File: src/rtl/spq_pkg.sv
// ----------------------------------------------------------------------------
// spq_pkg: shared types and constants of the sorted priority queue
// Entry layout, cell control bundle, operation and status codes.
// ----------------------------------------------------------------------------
package spq_pkg;

  // Capacity of the cell chain.
  localparam int unsigned MaxEntries = 64;
  // Width of a count that can hold 0..MaxEntries.
  localparam int unsigned CountW     = $clog2(MaxEntries + 1);

  // Fixed field widths.
  localparam int unsigned PriW   = 16;
  localparam int unsigned DataW  = 16;
  localparam int unsigned LimitW = 7;

  // Common width for comparing count against the limit.
  localparam int unsigned CmpW = (CountW > LimitW) ? CountW : LimitW;

  localparam logic [LimitW-1:0] EntryLimitReset = LimitW'(64);

  // Operation codes on the kind field.
  localparam logic KindInsert = 1'b0;
  localparam logic KindRemove = 1'b1;

  typedef enum logic [1:0] {
    StInserted = 2'd0,
    StFull     = 2'd1,
    StRemoved  = 2'd2,
    StEmpty    = 2'd3
  } status_e;

  typedef struct packed {
    logic [PriW-1:0]  pri;    // two's complement
    logic [DataW-1:0] client;
    logic [DataW-1:0] delay;
  } entry_t;

  typedef struct packed {
    logic ins;  // shift right from the insert point
    logic rem;  // shift left, head leaves
  } cell_ctrl_t;

endpackage

File: src/rtl/spq_cell.sv
// ----------------------------------------------------------------------------
// spq_cell: one slot of the sorted chain
// Holds one entry; on insert keeps, takes the new entry or takes the left
// neighbor's; on remove takes the right neighbor's.
// ----------------------------------------------------------------------------
module spq_cell (
  input  logic                clk_i,
  input  logic                rst_ni,
  input  spq_pkg::cell_ctrl_t ctrl_i,
  input  logic                occ_i,      // slot holds a live entry
  input  spq_pkg::entry_t     new_i,      // entry being inserted
  input  spq_pkg::entry_t     left_i,     // neighbor toward the head
  input  logic                left_ge_i,  // neighbor keeps its entry
  input  spq_pkg::entry_t     right_i,    // neighbor toward the tail
  output spq_pkg::entry_t     entry_o,
  output logic                ge_o
);

  spq_pkg::entry_t entry_q, entry_d;

  // Live entry of greater or equal priority stays put (FIFO among equals).
  assign ge_o = occ_i && ($signed(new_i.pri) <= $signed(entry_q.pri));

  always_comb begin
    entry_d = entry_q;
    if (ctrl_i.ins) begin
      if (ge_o) begin
        entry_d = entry_q;
      end else if (left_ge_i) begin
        entry_d = new_i;
      end else begin
        entry_d = left_i;
      end
    end else if (ctrl_i.rem) begin
      entry_d = right_i;
    end
  end

  // Payload only; occupancy lives in the fill count.
  always_ff @(posedge clk_i or negedge rst_ni) begin
    if (!rst_ni) begin
      entry_q <= '0;
    end else begin
      entry_q <= entry_d;
    end
  end

  assign entry_o = entry_q;

endmodule

File: config.mk
export PLATFORM = sky130hd
export DESIGN_NAME = spq_cell
export DESIGN_NICKNAME = d
export VERILOG_FILES = /design/src/rtl/spq_pkg.sv /design/src/rtl/spq_cell.sv
export SDC_FILE = /design/constraint.sdc
export NUM_CORES = 1
export LEC_CHECK = 0
export BUFFER_PORTS_ARGS = -buffer_cell sky130_fd_sc_hd__buf_2
export CAP_MARGIN = 5
export CORE_MARGIN = 1.5
export CORE_UTILIZATION = 52
export DETAILED_ROUTE_END_ITERATION = 10
export PLACE_DENSITY = 0.92
export SLEW_MARGIN = 20
export SYNTH_ARGS = -nofsm -noshare
export SYNTH_HDL_FRONTEND = slang
export SYNTH_SLANG_ARGS = --single-unit
File: constraint.sdc
create_clock -name clk_i -period 7.05 [get_ports clk_i]
set_input_delay 0.705 -clock clk_i [delete_from_list [all_inputs] [get_ports clk_i]]
set_output_delay 0.705 -clock clk_i [all_outputs]
set_load 0.1 [all_outputs]
==> flow_metrics.env, run 1 <==
export IMPL_outcome="finished clean"
export IMPL_criticalPathCategory="primary input to output port"
export IMPL_power_per_cell_area_nw_per_um2=269
export IMPL_rows=32
export IMPL_synth_edff_count=0
export IMPL_initialDrtViolationCount=309
export IMPL_yosysWarningCount=0
export IMPL_drive_gt1_share_pct=39.3
export IMPL_dp_worst_setup_slack_ps=3560
export IMPL_class_of_the_most_critical_hold_timing_path="primary input to async pin"
export IMPL_arrival_ps=2740
export IMPL_via_count=4561
export IMPL_grt_setup_unrepaired="false"
export IMPL_power_ir_vdd_worst_mv=0.198
export IMPL_grt_use_total_pct=28.4
export IMPL_switching_power_mw=0.785
export IMPL_numClockSinks=48
export IMPL_power_share_combinational_pct=58.4
export IMPL_synth_compound_area_share_pct=26.4
export IMPL_final_hold_viol_count=0
export IMPL_fin_setup_tns_ps=0
export IMPL_largest_reg_flops=48
export IMPL_cp_num_buf_inv=2
export IMPL_synth_seq_area_share_pct=28.2
export IMPL_synth_most_common_cell="sky130_fd_sc_hd__nand2_1"
export IMPL_dpl_hpwl_mm=8.90
export IMPL_clkSlewWorstSetupHoldPaths_ps=100
export IMPL_timing_max_cap_violations=0
export IMPL_synth_largest_area_cell="sky130_fd_sc_hd__dfrtp_1"
export IMPL_viasPerCell=6.12
export IMPL_die_width_um=93.5
export IMPL_cp_data_required_time_ps=6340
export IMPL_synth_common_cells="sky130_fd_sc_hd__nand2_1 (51), sky130_fd_sc_hd__dfrtp_1 (48), sky130_fd_sc_hd__nand2b_1 (36)"
export IMPL_p_leak_nw=2.42
export IMPL_timing_critical_path_from_type="primary input"
export IMPL_antenna_cells_inserted=0
export IMPL_final_util_pct=68.0
export IMPL_netlist_area_leader_share_pct=28.2
export IMPL_setup_viol=0
export IMPL_grt_first_pass_wirelength_mm=20.1
export IMPL_cp_startpoint="new_i[39]"
export IMPL_drtPass1Iterations=5
export IMPL_floorplan_die_area_um2=8730
export IMPL_finalCritPeriodShare_pct=48.8
export IMPL_place_congestion=0.849
export IMPL_final_critical_path_setup_slack_ps=3610
export IMPL_totalPowerFinal_mw=1.43
export IMPL_route_antenna_remaining_nets=0
export IMPL_wl_per_cell_um=17.0
export IMPL_maxClockFrequency_mhz=290
export IMPL_timing_critical_path_fanout_max=2
export IMPL_insertion_delay_ps=300
export IMPL_cts_setup_buffers=0
export IMPL_placed_cell_area_um2=5190
export IMPL_ys_dominant_reg_cell="sky130_fd_sc_hd__dfrtp_1"
export IMPL_design_final_nets=808
export IMPL_timing_final_max_slew_violations=0
export IMPL_ctsHoldBuffers=0
export IMPL_grt_start_max_net_pins=103
export IMPL_synthSimpleGateAreaFrac_pct=21.5
export IMPL_die_h_um=93.5
export IMPL_synth_avg_cell_area_um2=8.92
export IMPL_max_clock_path_buffers=2
export IMPL_cts_htree_levels=2
export IMPL_crit_path_cell_trace="buf_2 -> ha_1 -> a211oi_2 -> o211ai_1 -> a311oi_1 -> a31oi_2 -> nand2_1 -> buf_2"
export IMPL_ctsResizeCount=0
export IMPL_synth_lib_cells_used_distinct=43
export IMPL_clock_tree_root_cell="sky130_fd_sc_hd__clkbuf_8"
export IMPL_synth_seq_cells=48
export IMPL_yosys_mux_area_fraction_pct=12.3
export IMPL_timing_worst_slew_pin_value_ps=961
export IMPL_synthesis_instances=477
export IMPL_synth_top_family_by_area="compound AO/OA/AOI/OAI gates"
export IMPL_synth_cell_area_um2=4260
export IMPL_finalInstanceArea_um2=5310
export IMPL_global_route_overflow_total=0
export IMPL_async_flop_share_pct=100
export IMPL_fraction_of_power_spent_switching_nets_pct=54.9
export IMPL_p_clk_share_pct=14.6
export IMPL_grt_pass1_vias=4372
export IMPL_critPathSlowestCell="sky130_fd_sc_hd__a311oi_1"
export IMPL_synth_top_cells_by_area="sky130_fd_sc_hd__dfrtp_1 (28%), sky130_fd_sc_hd__mux2_2 (8.7%), sky130_fd_sc_hd__a221o_1 (7.8%), sky130_fd_sc_hd__a211oi_1 (5.8%), sky130_fd_sc_hd__nand2b_1 (5.3%)"
export IMPL_relSlewSlack_pct=35.9
export IMPL_synthesis_nets=643
export IMPL_floorplan_initialDensity_pct=54.5
export IMPL_final_wl_mm=12.6
export IMPL_finalClockSkew_ps=8.89
export IMPL_power_report_internal_total_mw=0.644
export IMPL_post_route_min_period_ps=3440
export IMPL_port_buffer_count=198
export IMPL_tritoncts="yes"
export IMPL_path_delay_family="compound AO/OA/AOI/OAI gates"
export IMPL_power_sequential_fraction_pct=26.9
export IMPL_critPathMaxStageDelay_ps=510
export IMPL_filler_cell_count=618
export IMPL_rr_startpoint="entry_o[39]"
export IMPL_crit_top_cell="sky130_fd_sc_hd__buf_2"
export IMPL_post_route_drc_count=0
export IMPL_cts_made_buffers=5
export IMPL_yosys_area_share_xor_xnor_pct=0
export IMPL_post_synth_fa_ha_maj_area_fraction_pct=4.70
export IMPL_pin_count=199
export IMPL_syn_to_final_growth_pct=24.8
export IMPL_grt_antenna_before_repair=0
export IMPL_critical_path_endpoint_type="output port"
export IMPL_core_area_um2=7810
-- metal layers --
| metal | track usage (%) | share of wire (%) |
|---|---|---|
| met1 | 34.4 | 40 |
| met2 | 49.8 | 50 |
| met3 | 4.88 | 7.6 |
| met4 | 11.0 | 1.8 |
| met5 | 0 | 0 |
-- logic make-up (layout without fill, tap and decap cells) --
kind of cell / count (synthesis) / after routing
flops: 48 / 48
fa+ha+maj: 16 / 16
buf+inv: 62 / 228
compound gates: 146 / 146
simple gates: 157 / 157
mux: 48 / 48
-- layout by cell type (no fill, tap or decap), drive strengths merged, types with 2 or more instances in the layout --
cell,count
nand2b,36
ha,16
o31a,6
nor3,10
a211oi,34
nor3b,6
nor2,2
dfrtp,48
and4,9
nor2b,34
clkbuf,5
a21oi,14
o22ai,10
inv,18
nand4,2
a31oi,34
mux2,33
a41oi,6
o21ai,3
buf,203
a221o,33
and3,2
mux2i,15
nand2,51
-- layout make-up --
cell class                 count  area (um^2)  area share [%]
multi-input combinational    367         2770            52.1
timing repair buffer         203         1040            19.5
sequential                    48         1200            22.6
tap                          102          128            2.40
inverter                      17         63.8            1.20
clock inverter                 3         46.3           0.872
clock buffer                   5         68.8            1.30
-- stage by stage --
stage,hold WS [ps],std cells
3_3_place_gp,527,737
3_5_place_dp,538,737
6_report,418,745
2_1_floorplan,409,477
5_1_grt,457,745
4_1_cts,559,745
-- path summary, 6_finish.rpt --
check,endpoint,slack [ps],cells past startpoint
setup reg to reg,entry_o[18],3900,9
hold / removal,entry_o[36],420,1
min in group clk_i,entry_o[34],560,1
hold reg to reg,entry_o[34],560,1
max in group asynchronous,entry_o[33],6210,1
setup / recovery,ge_o,3610,8
-- power groups by stage --
stage / sequential (mW) / combinational (mW) / clock, mW
2_1_floorplan: 0.782 / 0.271 / 0
3_3_place_gp: 0.385 / 0.814 / 0
3_5_place_dp: 0.387 / 0.834 / 0
4_1_cts: 0.383 / 0.835 / 0.212
5_1_grt: 0.393 / 0.879 / 0.222
6_report: 0.385 / 0.836 / 0.209
Note: power is estimated with default switching activity, not from simulation.
==> run 2: changes to the inputs <==
- ABC_AREA: unset -> 1
- CORE_UTILIZATION: 52 -> 44
- PLACE_DENSITY: 0.92 -> 0.85
- clock period: 7.05 -> 3.3 ns (I/O delays scaled with it)
==> flow_metrics.env, run 2 <==
export IMPL_max_clock_path_buffers=2
export IMPL_power_ir_vdd_worst_mv=0.287
export IMPL_timing_max_cap_violations=0
export IMPL_yosysWarningCount=0
export IMPL_crit_top_cell="sky130_fd_sc_hd__nand2_1"
export IMPL_cp_data_required_time_ps=2970
export IMPL_synthesis_nets=678
export IMPL_wl_per_cell_um=13.0
export IMPL_critPathSlowestCell="sky130_fd_sc_hd__buf_2"
export IMPL_floorplan_die_area_um2=8220
export IMPL_netlist_area_leader_share_pct=35.5
export IMPL_timing_final_max_slew_violations=0
export IMPL_commonest_non_fill_non_tap_cells_in_the_layout="sky130_fd_sc_hd__nand2_1 (209), sky130_fd_sc_hd__buf_2 (197), sky130_fd_sc_hd__nor2_1 (56)"
export IMPL_path_delay_family="simple AND/OR/NAND/NOR gates"
export IMPL_fin_setup_tns_ps=0
export IMPL_ctsResizeCount=0
export IMPL_synth_lib_cells_used_distinct=20
export IMPL_grt_first_pass_wirelength_mm=16.7
export IMPL_cts_made_buffers=5
export IMPL_cts_setup_buffers=0
export IMPL_cts_htree_levels=2
export IMPL_synth_edff_count=0
export IMPL_grt_use_total_pct=24.6
export IMPL_arrival_ps=2350
export IMPL_numClockSinks=48
export IMPL_grt_antenna_before_repair=0
export IMPL_finalCritPeriodShare_pct=81.3
export IMPL_synth_top_cells_by_area="sky130_fd_sc_hd__dfrtp_1 (36%), sky130_fd_sc_hd__nand2_1 (23%), sky130_fd_sc_hd__a31oi_1 (8.9%), sky130_fd_sc_hd__nand3_1 (7.1%), sky130_fd_sc_hd__nor2_1 (6.2%)"
export IMPL_clock_tree_root_cell="sky130_fd_sc_hd__clkbuf_8"
export IMPL_placed_cell_area_um2=4370
export IMPL_die_h_um=90.7
export IMPL_final_hold_viol_count=0
export IMPL_ctsHoldBuffers=0
export IMPL_syn_to_final_growth_pct=33.0
export IMPL_post_route_min_period_ps=2680
export IMPL_synth_avg_cell_area_um2=6.61
export IMPL_relSlewSlack_pct=34.6
export IMPL_global_route_overflow_total=0
export IMPL_pin_count=199
export IMPL_synth_seq_cells=48
export IMPL_crit_path_cell_trace="inv_1 -> ha_1 -> nand2_1 -> nor2_1 -> nor3b_2 -> nand2_1 -> nand2_1 -> nand2_1 -> a21boi_2 -> buf_2"
export IMPL_criticalPathCategory="register to output port"
export IMPL_setup_viol=0
export IMPL_grt_pass1_vias=3739
export IMPL_via_count=4042
export IMPL_synth_largest_area_cell="sky130_fd_sc_hd__dfrtp_1"
export IMPL_viasPerCell=5.16
export IMPL_core_area_um2=7330
export IMPL_critPathMaxStageDelay_ps=440
export IMPL_ys_dominant_reg_cell="sky130_fd_sc_hd__dfrtp_1"
export IMPL_antenna_cells_inserted=0
export IMPL_finalClockSkew_ps=9.48
export IMPL_die_width_um=90.7
export IMPL_synth_cell_area_um2=3380
export IMPL_timing_worst_slew_pin_value_ps=981
export IMPL_synth_seq_area_share_pct=35.5
export IMPL_final_wl_mm=10.2
export IMPL_synth_common_cells="sky130_fd_sc_hd__nand2_1 (209), sky130_fd_sc_hd__nor2_1 (56), sky130_fd_sc_hd__a31oi_1 (48), sky130_fd_sc_hd__dfrtp_1 (48), sky130_fd_sc_hd__nand3_1 (48)"
export IMPL_route_antenna_remaining_nets=0
export IMPL_floorplan_initialDensity_pct=46.2
export IMPL_initialDrtViolationCount=124
export IMPL_most_common_cell_after_layout_fill_and_taps_aside="sky130_fd_sc_hd__nand2_1"
export IMPL_p_leak_nw=2.59
export IMPL_design_final_nets=851
export IMPL_totalPowerFinal_mw=2.78
export IMPL_synth_most_common_cell="sky130_fd_sc_hd__nand2_1"
export IMPL_timing_critical_path_from_type="register"
export IMPL_synthesis_instances=512
export IMPL_port_buffer_count=198
export IMPL_async_flop_share_pct=100
export IMPL_largest_reg_flops=48
export IMPL_critical_path_endpoint_type="output port"
export IMPL_insertion_delay_ps=300
export IMPL_maxClockFrequency_mhz=373
export IMPL_tritoncts="yes"
export IMPL_timing_critical_path_fanout_max=3
export IMPL_post_route_drc_count=0
export IMPL_dpl_hpwl_mm=7.36
export IMPL_drtPass1Iterations=4
export IMPL_filler_cell_count=704
export IMPL_power_per_cell_area_nw_per_um2=619
export IMPL_grt_start_max_net_pins=98
export IMPL_outcome="finished clean"
export IMPL_rows=31
export IMPL_place_congestion=0.840
export IMPL_finalInstanceArea_um2=4500
export IMPL_final_util_pct=61.4
export IMPL_drive_gt1_share_pct=33.3
export IMPL_clkSlewWorstSetupHoldPaths_ps=90
export IMPL_class_of_the_most_critical_hold_timing_path="primary input to async pin"
export IMPL_cp_num_buf_inv=2
export IMPL_grt_setup_unrepaired="false"
==> run 2: final timing paths <==
kind,from,endpoint,slack [ps],cells past startpoint
max,entry_o[47],ge_o,620,10
min in group clk_i,left_i[0],entry_o[0],400,5
max reg2reg,entry_o[47],entry_o[37],840,13
max in group asynchronous,rst_ni,entry_o[45],2860,1
min reg2reg,entry_o[14],entry_o[14],480,2
min,rst_ni,entry_o[22],30,1
==> run 2: report_power, final <==
group / total [mW] / switching (mW) / internal [mW]
combinational: 1.52 / 1.21 / 0.307
sequential: 0.773 / 0.0755 / 0.697
clock: 0.491 / 0.193 / 0.298
==> run 2: kinds of logic (layout without fill, tap and decap cells) <==
group / count (synthesis) / count (layout) / share of synthesized area [%]
buffers and inverters: 64 / 237 / 8.43
adders and majority gates: 16 / 16 / 5.92
DFF: 48 / 48 / 35.5
AOI/OAI and AO/OA: 55 / 55 / 10.2
and+or+nand+nor: 329 / 329 / 40.0
==> run 2: routing by layer <==
metal  track usage, %  up-vias  share of wire [%]
li1                 -     1993                  -
met4             5.56        0                1.1
met1             29.4     1825                 41
met5                0        -                  0
met2             45.3      210                 49
met3             4.55       14                8.5
==> run 2: metrics by stage <==
stage | hold WS, ps | std cells | worst slack [ps]
2_1_floorplan | 34.4 | 512 | 156
3_3_place_gp | 451 | 777 | 941
3_5_place_dp | 459 | 777 | 768
4_1_cts | 258 | 784 | 575
5_1_grt | 95.6 | 784 | 410
6_report | 27.8 | 784 | 618
==> run 2: cell type report <==
class,instances,area (um^2),area share (%)
clock buffer,5,68.8,1.53
clock inverter,2,60.1,1.33
inverter,27,101,2.25
multi-input combinational,400,1900,42.2
sequential,48,1200,26.7
tap,99,124,2.75
timing repair buffer,203,1040,23.2
==> run 2: worst reg2reg max path, delay by kind of cell, from the launching register on <==
kind	cells	cell delay, ps
buf+inv	2	390
compound gates	1	180
flops	1	380
simple gates	9	1100
fa+ha+maj	1	310
